$ cat src/rtl/core/selq_ram.sv
// Generic single-port-write, single-port-read RAM with registered read.
// No dependencies.
`timescale 1ns / 1ps
`default_nettype none
module selq_ram #(
    parameter int WIDTH = 8,
    parameter int DEPTH = 16,
    localparam int AW = $clog2(DEPTH)
) (
    input  wire logic             aclk,
    input  wire logic             we,
    input  wire logic [AW-1:0]    waddr,
    input  wire logic [WIDTH-1:0] wdata,
    input  wire logic [AW-1:0]    raddr,
    output logic      [WIDTH-1:0] rdata
);

    logic [WIDTH-1:0] mem [DEPTH];

    always_ff @(posedge aclk) begin
        if (we) begin
            mem[waddr] <= wdata;
        end
        rdata <= mem[raddr];
    end

endmodule
`default_nettype wire
$ cat config.mk
export PLATFORM = sky130hd
export DESIGN_NAME = selq_ram
export DESIGN_NICKNAME = d
export VERILOG_FILES = /design/src/rtl/core/selq_ram.sv
export SDC_FILE = /design/constraint.sdc
export NUM_CORES = 1
export LEC_CHECK = 0
export BUFFER_PORTS_ARGS = -buffer_cell sky130_fd_sc_hd__buf_2
export CAP_MARGIN = 20
export CORE_MARGIN = 10
export CORE_UTILIZATION = 50
export CTS_BUF_LIST = sky130_fd_sc_hd__clkbuf_4 sky130_fd_sc_hd__clkbuf_8 sky130_fd_sc_hd__clkbuf_16
export DETAILED_ROUTE_END_ITERATION = 8
export PLACE_DENSITY_LB_ADDON = 0.12
export SKIP_CTS_REPAIR_TIMING = 1
export SYNTH_ARGS = -nofsm -noshare
export SYNTH_HDL_FRONTEND = slang
export SYNTH_SLANG_ARGS = --single-unit
$ cat constraint.sdc
create_clock -name aclk -period 1.7 [get_ports aclk]
set_input_delay 0.17 -clock aclk [delete_from_list [all_inputs] [get_ports aclk]]
set_output_delay 0.17 -clock aclk [all_outputs]
set_load 0.01 [all_outputs]
# Yosys cells after proc, flatten, opt, wreduce, memory -nomap -nowiden
# Memory sizes are Yosys's and may differ from the RTL's. A register that Yosys moved wholly into a read port is not among the register bits.
# Cells that the tools add are included.
[classes] muxes=2
[op_table] cell="$mux 1" count=2
[word_totals] regBits=0 ramBits=128 output_inout_bits=8 mem_count=1
[mem_list] memory="mem" words=16 width=8 read_ports=1 rd_clocked_by_memory_dff=1 write_ports=1 line="18" text="logic [WIDTH-1:0] mem [DEPTH];"

# Depth between registers and ports, before layout
[logic_depth] depth_word=2 depth_mapped=5 mapped_depth_nobuf=3

# Least setup slack after synthesis
# OpenSTA, ideal clock, no wires.
[synth_path] kind="input -> register" startpoint="in waddr[2]" endpoint="mem mem[0][0], enable pin" setup_ps=383 arrival_time_ps=1280 required_time_ps=1317 setup_slack_ps=37 stages=2 path_buffers=0 path_cell_list="or3b_2 nor3_1"
[synth_lines] item="start, declared" line="12" text="input wire logic [AW-1:0] waddr,"
[synth_lines] item="end, declared" line="18"
# No word-level cell before the write port.

==> flow_summary.yaml <==
run_status:
  outcome: "completed"
setup_path:
  path_class: "flop to flop"
  path_cells: "mux4_1 -> a22oi_1 -> nand2_1"
  crit_slowest_cell: "mux4_1"
  cp_data_arrival_time_ps: 1750
  required_ps: 2100
  crit_buf_inv: 0
  startpoint_type: "flop"
  cp_top_family: "multiplexers"
  crit_fanout: 1
  max_stage_delay_ps: 500
  critPathCaptureType: "flop"
yosys:
  synth_top_cell_by_area: "edfxtp_1"
  synthCells: 229
  yosysMostFrequentCell: "edfxtp_1"
  ys_warn_count: 0
  ys_top_cells_by_count: "edfxtp_1, mux4_2, a22oi_1"
  ys_async_sr_fraction: 0
  syn-num-nets: 247
  syn_area_sq_mm: 0.00515
  synth-main-ff-cell: "edfxtp_1"
  synth_top_area_frac: 0.747
  synth_edf_count: 128
  synth.area.top_cells: "edfxtp_1, mux4_2, mux4_1"
  ys_types: 19
  ys_seq_area_frac: 0.778
  synth-seq-cells: 136
  avgSynthCellArea_sq_um: 22.5
clock_network:
  cts_buffer_depth: 2
  cts_made_buffers: 17
  cts_tree: "done"
  clock_sinks: 136
  clock_latency_ps: 510
  clkTransAtPathRegs_ps: 60
  cts_root_buffer: "clkbuf_8"
  cts_max_level: 4
cells_and_area:
  drive_gt1_frac: 0.329
  regArea_sq_mm: 0.00400
  n_antenna_cell: 0
  area_growth_pct: 18.6
  num-nets-final: 303
  nFillCells: 738
  post-route-util: 0.616
  multi_input_area_sq_mm: 0.00106
sta:
  hold_violations: 0
  setup_viol: 0
  drv_slew: 0
  finalClockSkew_ps: 8.56
  fmax_mhz: 741
  rsz0062_at_grt: "no"
  max-slew-margin-rel: 0.742
  period_needed_ps: 1350
  worst_pin_slew_ps: 387
  totalNegativeSetupSlack_ps: 0
  post-route-period-util: 0.794
worst_hold_path:
  min_path_type: "primary input to flop"
global_route:
  grt_antenna_before_repair: 0
  grt_overflow: 0
  grt_use_total: 0.144
  grt_pass1_vias: 2697
  grt_start_max_net_pins: 33
  grt_pass1_wl_microns: 15500
floorplan:
  ios: 26
  dieArea_sq_mm: 0.0148
  row_count: 36
  design.core.area_sq_mm: 0.00991
  dieHeight_microns: 121
  initial_utilization: 0.519
  die_w_microns: 121
power:
  total_power_mw: 7.51
  leakagePower_nw: 2.11
  irDropWorstVdd_uv: 587
  powerDensity_mw_per_mm2: 1230
detailed_routing:
  wl_met3_microns: 546
  drc: 0
  vias: 2415
  viasPerCell: 5.60
  drt-initial-drc-count: 187
  totalWireLength_microns: 9660
  met1_length_microns: 4270
  firstDrtPassIters: 4
  post_drt_wl_per_cell_microns: 22.4
  top_layer: "met4"
  wl_met2_microns: 4740
  final_antenna_net_count: 0
placed_design:
  port_buffers: 25
  gp_congestion: 0.710
  dp.final_hpwl_microns: 6150
job:
  maxCapViolations: 0
[logic make-up after synthesis]
logic type,Yosys count,synth area share
DFF,136,0.778
muxes,32,0.150
buffers and inverters,10,0.0168
AOI/OAI and AO/OA,16,0.0233
and+or+nand+nor,35,0.0318
[cell type report]
| cell class | instances | share of cell area |
|---|---|---|
| Timing Repair Buffer | 47 | 0.0517 |
| Tap cell | 133 | 0.0273 |
| Sequential cell | 136 | 0.656 |
| Multi-Input combinational cell | 83 | 0.173 |
| Clock buffer | 28 | 0.0845 |
| Clock inverter | 4 | 0.00738 |
[final timing paths]
check | startpoint | to | slack (ps) | depth (start not counted)
min reg2reg | mem[12][0] | rdata[0] | 680 | 3
max | mem[0][0] | rdata[0] | 350 | 3
min | wdata[4] | mem[12][4] | 40 | 1
max reg2reg | mem[0][0] | rdata[0] | 350 | 3
[state kept, by name, indices dropped and copies added, names as in the netlist]
register,flops
rdata,8
mem,128
[metal layers]
layer,vias to the layer above,global-route usage
li1,1081,-
met3,10,0.0456
met1,1261,0.186
met5,-,0
met2,63,0.221
met4,0,0.0626
[where the power goes]
| group | switching [mW] | internal (mW) | total [mW] |
|---|---|---|---|
| Clock | 1.21 | 2.18 | 3.39 |
| Combinational | 0.196 | 0.156 | 0.352 |
| Sequential | 0.0239 | 3.75 | 3.77 |
[layout by cell type (no fill, tap or decap), drive strengths merged, types with 2 or more instances in the layout]
| cell | n |
|---|---|
| a22oi | 16 |
| buf | 47 |
| clkbuf | 28 |
| clkinv | 3 |
| dfxtp | 8 |
| edfxtp | 128 |
| mux4 | 32 |
| nand2 | 9 |
| nand2b | 2 |
| nand3b | 2 |
| nor2 | 13 |
| nor3 | 4 |
[worst register-to-register path, cell delays in order (launching register included)]
cell	delay, ps
edfxtp_1	360
mux4_1	500
a22oi_1	290
nand2_1	80
[stage by stage]
step / hold slack (ps) / area (sq um) / std cells / setup slack [ps]
global route: 34.4 / 6100 / 431 / 298
detailed placement: 566 / 5540 / 399 / 54.5
CTS: 14.6 / 6100 / 431 / 328
floorplan: 269 / 5150 / 229 / 37.1
finish: 35.2 / 6100 / 431 / 350
global placement: 561 / 5540 / 399 / 50.4
(Power assumes the default switching activity.)
